**src/design/smjc_pkg.sv**
```systemverilog
// Shared types and codes for the sorted merge join classifier.
package smjc_pkg;

    localparam int unsigned OUT_KEY_W = 32;
    localparam int unsigned CFG_ADDR_W = 4;
    localparam int unsigned CFG_DATA_W = 32;

    typedef enum logic [1:0] {
        CAT_ONLY_FIRST  = 2'd0,
        CAT_BOTH        = 2'd1,
        CAT_ONLY_SECOND = 2'd2,
        CAT_EMPTY       = 2'd3
    } category_t;

    typedef enum logic [1:0] {
        REG_COMPARE_MASK     = 2'd0,
        REG_EMIT_ONLY_FIRST  = 2'd1,
        REG_EMIT_BOTH        = 2'd2,
        REG_EMIT_ONLY_SECOND = 2'd3
    } reg_index_t;

    typedef enum logic [3:0] {
        ST_LOAD  = 4'b0001,
        ST_READ  = 4'b0010,
        ST_CMP   = 4'b0100,
        ST_FLUSH = 4'b1000
    } state_t;

endpackage

```
**src/design/sorted_merge_join_classifier_unit.sv**
```systemverilog
// Sorted merge join classifier: list loading, two-pointer walk, result output.
// Loading: one input transaction per cycle; s_ready is high only while loading.
// Walk: starts on the transaction that completes the second list; each step is a list
//   read, then the shared masked comparator, which can stall for a free output slot;
//   c1+c2 steps at most, plus a closing read and a flush state before the next load.
// The final result is held back one slot so its last flag is known; m_ready stalls can hold the walk and flush.
// Reset (aresetn, synchronous, active low) clears the run and loads register defaults.
module sorted_merge_join_classifier_unit #(
    parameter int LIST_DEPTH = 32,
    parameter int KEY_WIDTH  = 32
) (
    input  logic                              aclk,
    input  logic                              aresetn,

    input  logic                              psel,
    input  logic                              penable,
    input  logic                              pwrite,
    input  logic [smjc_pkg::CFG_ADDR_W-1:0]   paddr,
    input  logic [smjc_pkg::CFG_DATA_W-1:0]   pwdata,
    output logic [smjc_pkg::CFG_DATA_W-1:0]   prdata,
    output logic                              pready,

    input  logic                              s_valid,
    output logic                              s_ready,
    input  logic [smjc_pkg::OUT_KEY_W-1:0]    s_key_in,
    input  logic                              s_list_select,
    input  logic                              s_has_key,
    input  logic                              s_list_last,

    output logic                              m_valid,
    input  logic                              m_ready,
    output logic [1:0]                        m_category,
    output logic [smjc_pkg::OUT_KEY_W-1:0]    m_key_first,
    output logic [smjc_pkg::OUT_KEY_W-1:0]    m_key_second,
    output logic                              m_overflow,
    output logic                              m_last
);
    import smjc_pkg::*;

    // stored key width: bits above 32 never reach the ports or the compare mask
    localparam int SW = (KEY_WIDTH < 32) ? KEY_WIDTH : 32;
    localparam int CW = $clog2(LIST_DEPTH + 1);
    localparam int IW = (LIST_DEPTH > 1) ? $clog2(LIST_DEPTH) : 1;
    localparam logic [CW-1:0] DEPTH_C = CW'(LIST_DEPTH);

    state_t state_reg, state_next;

    logic [31:0]   mask_reg;
    logic          emit_first_reg, emit_both_reg, emit_second_reg;

    logic [SW-1:0] first_list_reg  [LIST_DEPTH];
    logic [SW-1:0] second_list_reg [LIST_DEPTH];
    logic [CW-1:0] first_count_reg, second_count_reg;
    logic          first_done_reg, second_done_reg, dropped_reg;

    logic [CW-1:0] p_reg, q_reg;
    logic [SW-1:0] rd_first_reg, rd_second_reg;

    logic          held_valid_reg;
    category_t     held_cat_reg;
    logic [SW-1:0] held_first_reg, held_second_reg;

    logic          m_valid_reg;
    category_t     m_cat_reg;
    logic [31:0]   m_first_reg, m_second_reg;
    logic          m_overflow_reg, m_last_reg;

    logic          cfg_write;
    logic          in_accept;
    logic          load_done;
    logic          out_free;
    logic          p_has, q_has, walk_end;
    logic [SW-1:0] a_masked, b_masked;
    category_t     cmp_cat;
    logic          cmp_emit, cmp_stall;
    logic          out_push;
    category_t     out_cat;
    logic [31:0]   out_first, out_second;
    logic          out_last;

    // ---------------- configuration port ----------------
    assign pready    = 1'b1;
    assign cfg_write = psel && penable && pwrite && pready;

    always_comb begin
        prdata = '0;
        unique case (reg_index_t'(paddr[3:2]))
            REG_COMPARE_MASK:     prdata = mask_reg;
            REG_EMIT_ONLY_FIRST:  prdata[0] = emit_first_reg;
            REG_EMIT_BOTH:        prdata[0] = emit_both_reg;
            REG_EMIT_ONLY_SECOND: prdata[0] = emit_second_reg;
            default:              prdata = '0;
        endcase
    end

    always_ff @(posedge aclk) begin
        if (!aresetn) begin
            mask_reg        <= '1;
            emit_first_reg  <= 1'b1;
            emit_both_reg   <= 1'b1;
            emit_second_reg <= 1'b1;
        end else if (cfg_write) begin
            unique case (reg_index_t'(paddr[3:2]))
                REG_COMPARE_MASK:     mask_reg        <= pwdata;
                REG_EMIT_ONLY_FIRST:  emit_first_reg  <= pwdata[0];
                REG_EMIT_BOTH:        emit_both_reg   <= pwdata[0];
                REG_EMIT_ONLY_SECOND: emit_second_reg <= pwdata[0];
                default: ;
            endcase
        end
    end

    // ---------------- sequencer ----------------
    assign s_ready   = (state_reg == ST_LOAD);
    assign in_accept = s_valid && s_ready;
    assign out_free  = !m_valid_reg || m_ready;

    // transaction that completes the second of the two lists starts the walk
    assign load_done = in_accept && s_list_last &&
                       ((!s_list_select && !first_done_reg && second_done_reg) ||
                        ( s_list_select && !second_done_reg && first_done_reg));

    assign p_has    = (p_reg < first_count_reg);
    assign q_has    = (q_reg < second_count_reg);
    assign walk_end = !p_has && !q_has;

    assign a_masked = rd_first_reg  & mask_reg[SW-1:0];
    assign b_masked = rd_second_reg & mask_reg[SW-1:0];

    always_comb begin
        if (!p_has) begin
            cmp_cat = CAT_ONLY_SECOND;
        end else if (!q_has) begin
            cmp_cat = CAT_ONLY_FIRST;
        end else if (a_masked < b_masked) begin
            cmp_cat = CAT_ONLY_FIRST;
        end else if (a_masked == b_masked) begin
            cmp_cat = CAT_BOTH;
        end else begin
            cmp_cat = CAT_ONLY_SECOND;
        end
    end

    always_comb begin
        case (cmp_cat)
            CAT_ONLY_FIRST:  cmp_emit = emit_first_reg;
            CAT_BOTH:        cmp_emit = emit_both_reg;
            CAT_ONLY_SECOND: cmp_emit = emit_second_reg;
            default:         cmp_emit = 1'b0;
        endcase
    end

    // a new result displaces the held one, which needs a free output slot
    assign cmp_stall = cmp_emit && held_valid_reg && !out_free;

    always_comb begin
        state_next = state_reg;
        unique case (state_reg)
            ST_LOAD:  if (load_done) state_next = ST_READ;
            ST_READ:  state_next = walk_end ? ST_FLUSH : ST_CMP;
            ST_CMP:   if (!cmp_stall) state_next = ST_READ;
            ST_FLUSH: if (out_free) state_next = ST_LOAD;
            default:  state_next = ST_LOAD;
        endcase
    end

    // output push: held result on displacement, or the closing result on flush
    always_comb begin
        out_push   = 1'b0;
        out_cat    = held_cat_reg;
        out_first  = '0;
        out_second = '0;
        out_last   = 1'b0;
        out_first[SW-1:0]  = held_first_reg;
        out_second[SW-1:0] = held_second_reg;
        if (state_reg == ST_CMP) begin
            out_push = cmp_emit && held_valid_reg && out_free;
        end else if (state_reg == ST_FLUSH) begin
            out_push = out_free;
            out_last = 1'b1;
            if (!held_valid_reg) begin
                out_cat    = CAT_EMPTY;
                out_first  = '0;
                out_second = '0;
            end
        end
    end

    always_ff @(posedge aclk) begin
        if (!aresetn) begin
            state_reg        <= ST_LOAD;
            first_count_reg  <= '0;
            second_count_reg <= '0;
            first_done_reg   <= 1'b0;
            second_done_reg  <= 1'b0;
            dropped_reg      <= 1'b0;
            p_reg            <= '0;
            q_reg            <= '0;
            held_valid_reg   <= 1'b0;
            m_valid_reg      <= 1'b0;
        end else begin
            state_reg <= state_next;

            if (in_accept) begin
                if (!s_list_select && !first_done_reg) begin
                    if (s_has_key) begin
                        if (first_count_reg < DEPTH_C) begin
                            first_count_reg <= first_count_reg + 1'b1;
                        end else begin
                            dropped_reg <= 1'b1;
                        end
                    end
                    if (s_list_last) first_done_reg <= 1'b1;
                end else if (s_list_select && !second_done_reg) begin
                    if (s_has_key) begin
                        if (second_count_reg < DEPTH_C) begin
                            second_count_reg <= second_count_reg + 1'b1;
                        end else begin
                            dropped_reg <= 1'b1;
                        end
                    end
                    if (s_list_last) second_done_reg <= 1'b1;
                end
            end

            if (state_reg == ST_CMP && !cmp_stall) begin
                if (cmp_cat != CAT_ONLY_SECOND) p_reg <= p_reg + 1'b1;
                if (cmp_cat != CAT_ONLY_FIRST)  q_reg <= q_reg + 1'b1;
                if (cmp_emit) held_valid_reg <= 1'b1;
            end

            if (state_reg == ST_FLUSH && out_free) begin
                held_valid_reg   <= 1'b0;
                first_count_reg  <= '0;
                second_count_reg <= '0;
                first_done_reg   <= 1'b0;
                second_done_reg  <= 1'b0;
                dropped_reg      <= 1'b0;
                p_reg            <= '0;
                q_reg            <= '0;
            end

            if (out_push) begin
                m_valid_reg <= 1'b1;
            end else if (m_ready) begin
                m_valid_reg <= 1'b0;
            end
        end
    end

    // ---------------- list storage and datapath registers ----------------
    always_ff @(posedge aclk) begin
        if (in_accept && s_has_key) begin
            if (!s_list_select && !first_done_reg && first_count_reg < DEPTH_C) begin
                first_list_reg[first_count_reg[IW-1:0]] <= s_key_in[SW-1:0];
            end
            if (s_list_select && !second_done_reg && second_count_reg < DEPTH_C) begin
                second_list_reg[second_count_reg[IW-1:0]] <= s_key_in[SW-1:0];
            end
        end
        if (state_reg == ST_READ) begin
            rd_first_reg  <= first_list_reg[p_reg[IW-1:0]];
            rd_second_reg <= second_list_reg[q_reg[IW-1:0]];
        end
    end

    always_ff @(posedge aclk) begin
        if (state_reg == ST_CMP && cmp_emit && !cmp_stall) begin
            held_cat_reg    <= cmp_cat;
            held_first_reg  <= (cmp_cat == CAT_ONLY_SECOND) ? '0 : rd_first_reg;
            held_second_reg <= (cmp_cat == CAT_ONLY_FIRST)  ? '0 : rd_second_reg;
        end
        if (out_push) begin
            m_cat_reg      <= out_cat;
            m_first_reg    <= out_first;
            m_second_reg   <= out_second;
            m_overflow_reg <= dropped_reg;
            m_last_reg     <= out_last;
        end
    end

    assign m_valid      = m_valid_reg;
    assign m_category   = m_cat_reg;
    assign m_key_first  = m_first_reg;
    assign m_key_second = m_second_reg;
    assign m_overflow   = m_overflow_reg;
    assign m_last       = m_last_reg;

    // ---------------- assertions ----------------
    a_counts_in_range: assert property (@(posedge aclk) disable iff (!aresetn)
        (first_count_reg <= DEPTH_C) && (second_count_reg <= DEPTH_C))
        else $error("list count beyond depth");

    a_no_held_while_loading: assert property (@(posedge aclk) disable iff (!aresetn)
        (state_reg == ST_LOAD) |-> !held_valid_reg)
        else $error("held result left over from previous run");

    a_empty_marker_closes: assert property (@(posedge aclk) disable iff (!aresetn)
        (m_valid && m_category == CAT_EMPTY) |->
            (m_last && m_key_first == '0 && m_key_second == '0))
        else $error("empty marker malformed");

    a_flush_clears_run: assert property (@(posedge aclk) disable iff (!aresetn)
        (state_reg == ST_FLUSH && out_free) |=>
            (first_count_reg == '0 && second_count_reg == '0 &&
             !first_done_reg && !second_done_reg && m_valid && m_last))
        else $error("run not closed after flush");

endmodule

```
**config.mk**
```make
export PLATFORM = sky130hd
export DESIGN_NAME = sorted_merge_join_classifier_unit
export DESIGN_NICKNAME = d
export VERILOG_FILES = /design/src/design/smjc_pkg.sv /design/src/design/sorted_merge_join_classifier_unit.sv
export SDC_FILE = /design/constraint.sdc
export NUM_CORES = 2
export LEC_CHECK = 0
export ABC_AREA = 1
export BUFFER_PORTS_ARGS = -buffer_cell sky130_fd_sc_hd__clkbuf_2
export CORE_MARGIN = 1
export CORE_UTILIZATION = 35
export DETAILED_ROUTE_END_ITERATION = 10
export GPL_TIMING_DRIVEN = 0
export PLACE_DENSITY_LB_ADDON = 0.1
export SLEW_MARGIN = 20
export SYNTH_ARGS = -nofsm -noshare
export SYNTH_HDL_FRONTEND = slang
export SYNTH_SLANG_ARGS = --single-unit
export TNS_END_PERCENT = 30
```
**constraint.sdc**
```tcl
create_clock -name aclk -period 6.4 [get_ports aclk]
set_input_delay 0.96 -clock aclk [delete_from_list [all_inputs] [get_ports aclk]]
set_output_delay 0.96 -clock aclk [all_outputs]
set_load 0.005 [all_outputs]
```
==> flow_summary.html <==
<table>
<tr><th>Metric</th><th>Value</th></tr>
<tr><th colspan="2">Outcome</th></tr>
<tr><td>Status</td><td>finished, final reports clean</td></tr>
<tr><th colspan="2">Global route</th></tr>
<tr><td>First-pass GRT wire length</td><td>between 400000 and 500000 um</td></tr>
<tr><td>Total congestion overflow</td><td>0</td></tr>
<tr><td>Number of global-route vias before repair</td><td>~58000</td></tr>
<tr><td>Antenna violations before repair</td><td>37</td></tr>
<tr><td>Pin count of the biggest net entering global routing</td><td>65</td></tr>
<tr><td>GRT Total Usage</td><td>27.1%</td></tr>
<tr><th colspan="2">Layout</th></tr>
<tr><td>Leading cell type in the layout, fill and taps excluded</td><td>edfxtp_1</td></tr>
<tr><td>Final std cells w/o fill</td><td>11112</td></tr>
<tr><td>Number of nets in the layout</td><td>approximately 7700</td></tr>
<tr><td>Most used cells in the layout excluding fill and tap cells</td><td>edfxtp_1, nor2_1, o21ai_0, nand2_1, clkbuf_1</td></tr>
<tr><td>Synthesis-to-layout area growth</td><td>19.0%</td></tr>
<tr><td>Share of layout cells above drive strength 1</td><td>~11%</td></tr>
<tr><td>Post-layout utilization of the core</td><td>a little over two fifths</td></tr>
<tr><th colspan="2">Worst setup path</th></tr>
<tr><td>Family with the most delay on the worst path</td><td>buffers and inverters</td></tr>
<tr><td>Startpoint type of the worst setup path</td><td>input port</td></tr>
<tr><td>Source of the worst register-to-register timing path</td><td>q_reg[1]</td></tr>
<tr><td>Critical setup path kind</td><td>in -&gt; out</td></tr>
<tr><td>Internal reg-to-reg setup slack</td><td>approximately 2000 ps</td></tr>
<tr><td>Worst Path Arrival</td><td>3520 ps</td></tr>
<tr><td>Sequence of cells on the critical path</td><td>clkbuf_2, nor2_1, clkinv_1, clkbuf_1, nor2_1, clkbuf_2</td></tr>
<tr><td>RR Endpoint</td><td>rd_second_reg[17]</td></tr>
<tr><td>Start point of the critical path</td><td>paddr[3]</td></tr>
<tr><td>Critical path peak fanout</td><td>10</td></tr>
<tr><td>R2r worst-path depth</td><td>9</td></tr>
<tr><td>Worst path required time</td><td>between 5000 and 6000 ps</td></tr>
<tr><td>Count of buffer and inverter cells on the critical path</td><td>4</td></tr>
<tr><td>Worst setup EP type</td><td>output pin</td></tr>
<tr><td>Delay of the slowest critical-path stage</td><td>around 700 ps</td></tr>
<tr><td>Slowest stage cell on the critical path</td><td>clkinv_1</td></tr>
<tr><th colspan="2">Power</th></tr>
<tr><td>Static Leakage</td><td>0.0363 uW</td></tr>
<tr><td>Power density over the cells</td><td>303 nW/um^2</td></tr>
<tr><td>Peak supply drop</td><td>0.324 mV</td></tr>
<tr><th colspan="2">Run</th></tr>
<tr><td>Number of max-cap violations</td><td>0</td></tr>
<tr><th colspan="2">Die</th></tr>
<tr><td>Number of standard-cell rows in the floorplan</td><td>about 190</td></tr>
<tr><td>Initial cell density of the core</td><td>35.3%</td></tr>
<tr><td>Die ar.</td><td>~260000 sq um</td></tr>
<tr><td>Number of top-level pins</td><td>181</td></tr>
<tr><td>Floorplan core area</td><td>between 200000 and 300000 sq um</td></tr>
<tr><td>Die width</td><td>roughly 510 um</td></tr>
<tr><td>Vertical die dimension</td><td>~500 um</td></tr>
<tr><th colspan="2">STA</th></tr>
<tr><td>PnR worst setup slack</td><td>1920 ps</td></tr>
<tr><td>Period Utilization, post-route</td><td>70.0%</td></tr>
<tr><td>Min Clock Period, post-route</td><td>4480 ps</td></tr>
<tr><td>Final setup skew</td><td>52.9 ps</td></tr>
<tr><td>Final number of max-transition violations</td><td>0</td></tr>
<tr><td>Relative slew slack</td><td>7.78%</td></tr>
<tr><td>Worst Tran Pin Value</td><td>1380 ps</td></tr>
<tr><td>Sum Neg Setup Slack</td><td>0 ps</td></tr>
<tr><td>Hold Slack</td><td>between 200 and 250 ps</td></tr>
<tr><td>Max Freq</td><td>223 MHz</td></tr>
<tr><td>Final Hold Vio Count</td><td>0</td></tr>
<tr><td>Endpoints failing setup</td><td>0</td></tr>
<tr><td>RSZ-0062 raised after global routing</td><td>no</td></tr>
<tr><th colspan="2">Clocking</th></tr>
<tr><td>Setup Buffers After CTS</td><td>0</td></tr>
<tr><td>Number of CTS-inserted buffers</td><td>277</td></tr>
<tr><td>Quantity of gates resized following cts</td><td>0</td></tr>
<tr><td>Clock-pin slew on the worst setup and hold paths</td><td>about 60 ps</td></tr>
<tr><td>Number of H-tree branching levels</td><td>5</td></tr>
<tr><td>Clock tree from TritonCTS</td><td>done</td></tr>
<tr><td>Number of buffers added to fix hold violations after cts</td><td>0</td></tr>
<tr><td>Worst-case clock buffer depth</td><td>4</td></tr>
<tr><td>Clock insertion delay at the later pin of the skew report</td><td>roughly 940 ps</td></tr>
<tr><td>Root Driver</td><td>clkbuf_16</td></tr>
<tr><td>CTS sink cnt</td><td>about 2300</td></tr>
<tr><th colspan="2">Synthesis</th></tr>
<tr><td>Portion of synthesized cell area occupied by the leading cell type</td><td>approximately three quarters</td></tr>
<tr><td>Most used DFF post-synth</td><td>edfxtp_1</td></tr>
<tr><td>Average footprint of a synthesized cell</td><td>13.1 sq um</td></tr>
<tr><td>Total number of yosys warnings</td><td>0</td></tr>
<tr><td>Share of flip-flops with an asynchronous set or reset after synthesis</td><td>0%</td></tr>
<tr><td>Synth Cell Area</td><td>90900 sq um</td></tr>
<tr><td>Post-synthesis register bit count</td><td>around 2300</td></tr>
<tr><td>Number of distinct standard cells referenced by the synthesized netlist</td><td>41</td></tr>
<tr><td>Main area contributors after synthesis</td><td>edfxtp_1, o21ai_0, nor2_1</td></tr>
<tr><td>Library cell with the largest summed area after synthesis</td><td>edfxtp_1</td></tr>
<tr><td>Post-synth net total</td><td>a little over 7000</td></tr>
<tr><td>Count of flip-flops with a built-in enable after synthesis</td><td>around 2200</td></tr>
<tr><td>Sequential-to-total area share from yosys stat</td><td>about 76%</td></tr>
<tr><td>Number of instances in the synthesized netlist</td><td>a little under 7000</td></tr>
<tr><th colspan="2">Routing</th></tr>
<tr><td>Via total after detailed routing</td><td>62667</td></tr>
<tr><td>Vias per cell</td><td>5.64</td></tr>
<tr><td>Final wirelength</td><td>roughly 360000 um</td></tr>
<tr><td>Pre-antenna DRT Iters</td><td>9</td></tr>
<tr><td>Drt initial violations</td><td>8572</td></tr>
<tr><td>DRC</td><td>0</td></tr>
<tr><td>Post-detailed-route wirelength per cell</td><td>approximately 33 um</td></tr>
<tr><td>Remaining antenna violation count</td><td>0</td></tr>
<tr><th colspan="2">Placement</th></tr>
<tr><td>HPWL Detailed</td><td>between 200000 and 300000 um</td></tr>
<tr><td>Pre-CTS WS</td><td>between 1500 and 2000 ps</td></tr>
<tr><td>Port-buffer cells</td><td>between 150 and 200</td></tr>
<tr><td>Routability-driven placement congestion ratio</td><td>just over 0.9</td></tr>
<tr><td>Post-Place Cells</td><td>between 10000 and 15000</td></tr>
<tr><th colspan="2">Min path</th></tr>
<tr><td>Worst Hold Class</td><td>in -&gt; reg</td></tr>
<tr><td>Hold-critical path depth</td><td>3</td></tr>
<tr><td>Endpoint, Worst Hold</td><td>mask_reg[20]</td></tr>
<tr><td>Worst hold path startpoint</td><td>pwdata[20]</td></tr>
</table>
-- routing by layer --
layer,wire length [um],global-route usage (%),vias up
li1,-,-,26834
met1,159000,39.4,32343
met2,158000,40.1,3014
met3,31700,4.98,472
met4,13600,9.94,4
met5,26,0,-
-- worst max-delay path by stage --
stage	end	cells past startpoint
global placement	m_key_first[12]	4
floorplan	m_category[0]	2
CTS	prdata[21]	6
global route	prdata[21]	6
finish	prdata[21]	6
detailed placement	prdata[21]	6
-- report_power, final --
| group | switching [uW] | leakage [uW] | internal (uW) |
|---|---|---|---|
| logic | 879 | 0.0115 | 243 |
| clock network | 6160 | 0.00406 | 8740 |
| registers | 50.2 | 0.0207 | 16700 |
-- cell usage after synthesis (3+ instances only) --
| master | number |
|---|---|
| nand2_2 | 3 |
| ha_1 | 52 |
| a21oi_1 | 39 |
| buf_1 | 32 |
| o22ai_1 | 325 |
| clkinv_1 | 4 |
| nor2_1 | 1247 |
| inv_2 | 12 |
| nand3_1 | 153 |
| xor2_1 | 8 |
| dfxtp_1 | 68 |
| o21ai_0 | 1036 |
| o211ai_1 | 99 |
| o31ai_1 | 3 |
| nand4_1 | 85 |
| nand2_1 | 489 |
| inv_1 | 314 |
| o21ai_1 | 67 |
| buf_4 | 4 |
| o221ai_1 | 188 |
| buf_2 | 62 |
| clkbuf_1 | 353 |
| nand3_2 | 5 |
| nor3_1 | 11 |
| edfxtp_1 | 2246 |
| nor2_2 | 3 |
-- through the flow --
| stage | power, uW | instance area (sq um) |
|---|---|---|
| global placement | 18100 | 96000 |
| CTS | 32900 | 108000 |
| global route | 33500 | 108000 |
| detailed placement | 18200 | 99700 |
| floorplan | 17400 | 90900 |
| finish | 32800 | 108000 |
-- worst reg2reg max path: stages (launching register included) --
cell	delay (ps)
dfxtp_1	500
inv_1	400
clkbuf_1	860
clkbuf_1	510
o21ai_0	190
o221ai_1	620
nand3_1	590
nand3_1	220
o21ai_1	220
inv_1	140
-- cells by family after synthesis --
group                    Yosys count  share of synthesized area, %
flip-flops                      2314                          75.7
adder cells (fa/ha/maj)           52                         0.716
AND/OR/NAND/NOR                 2005                          8.87
buffers and inverters            783                          3.35
XOR/XNOR                           8                        0.0771
AO/OA/AOI/OAI                   1765                          11.3
other                              1                       0.00413
-- cell type report --
| class | instances | area, sq um |
|---|---|---|
| Inverter | 331 | 1250 |
| Buffer | 452 | 1810 |
| Tap cell | 3384 | 4230 |
| Sequential cell | 2314 | 68800 |
| Antenna cell | 15 | 37.5 |
| Multi-Input combinational cell | 3831 | 19500 |
| Clock inverter | 112 | 881 |
| Timing Repair Buffer | 320 | 4150 |
| Clock buffer | 353 | 7460 |
| Fill cell | 23982 | 149000 |
Power figures use the tool's default switching activity.
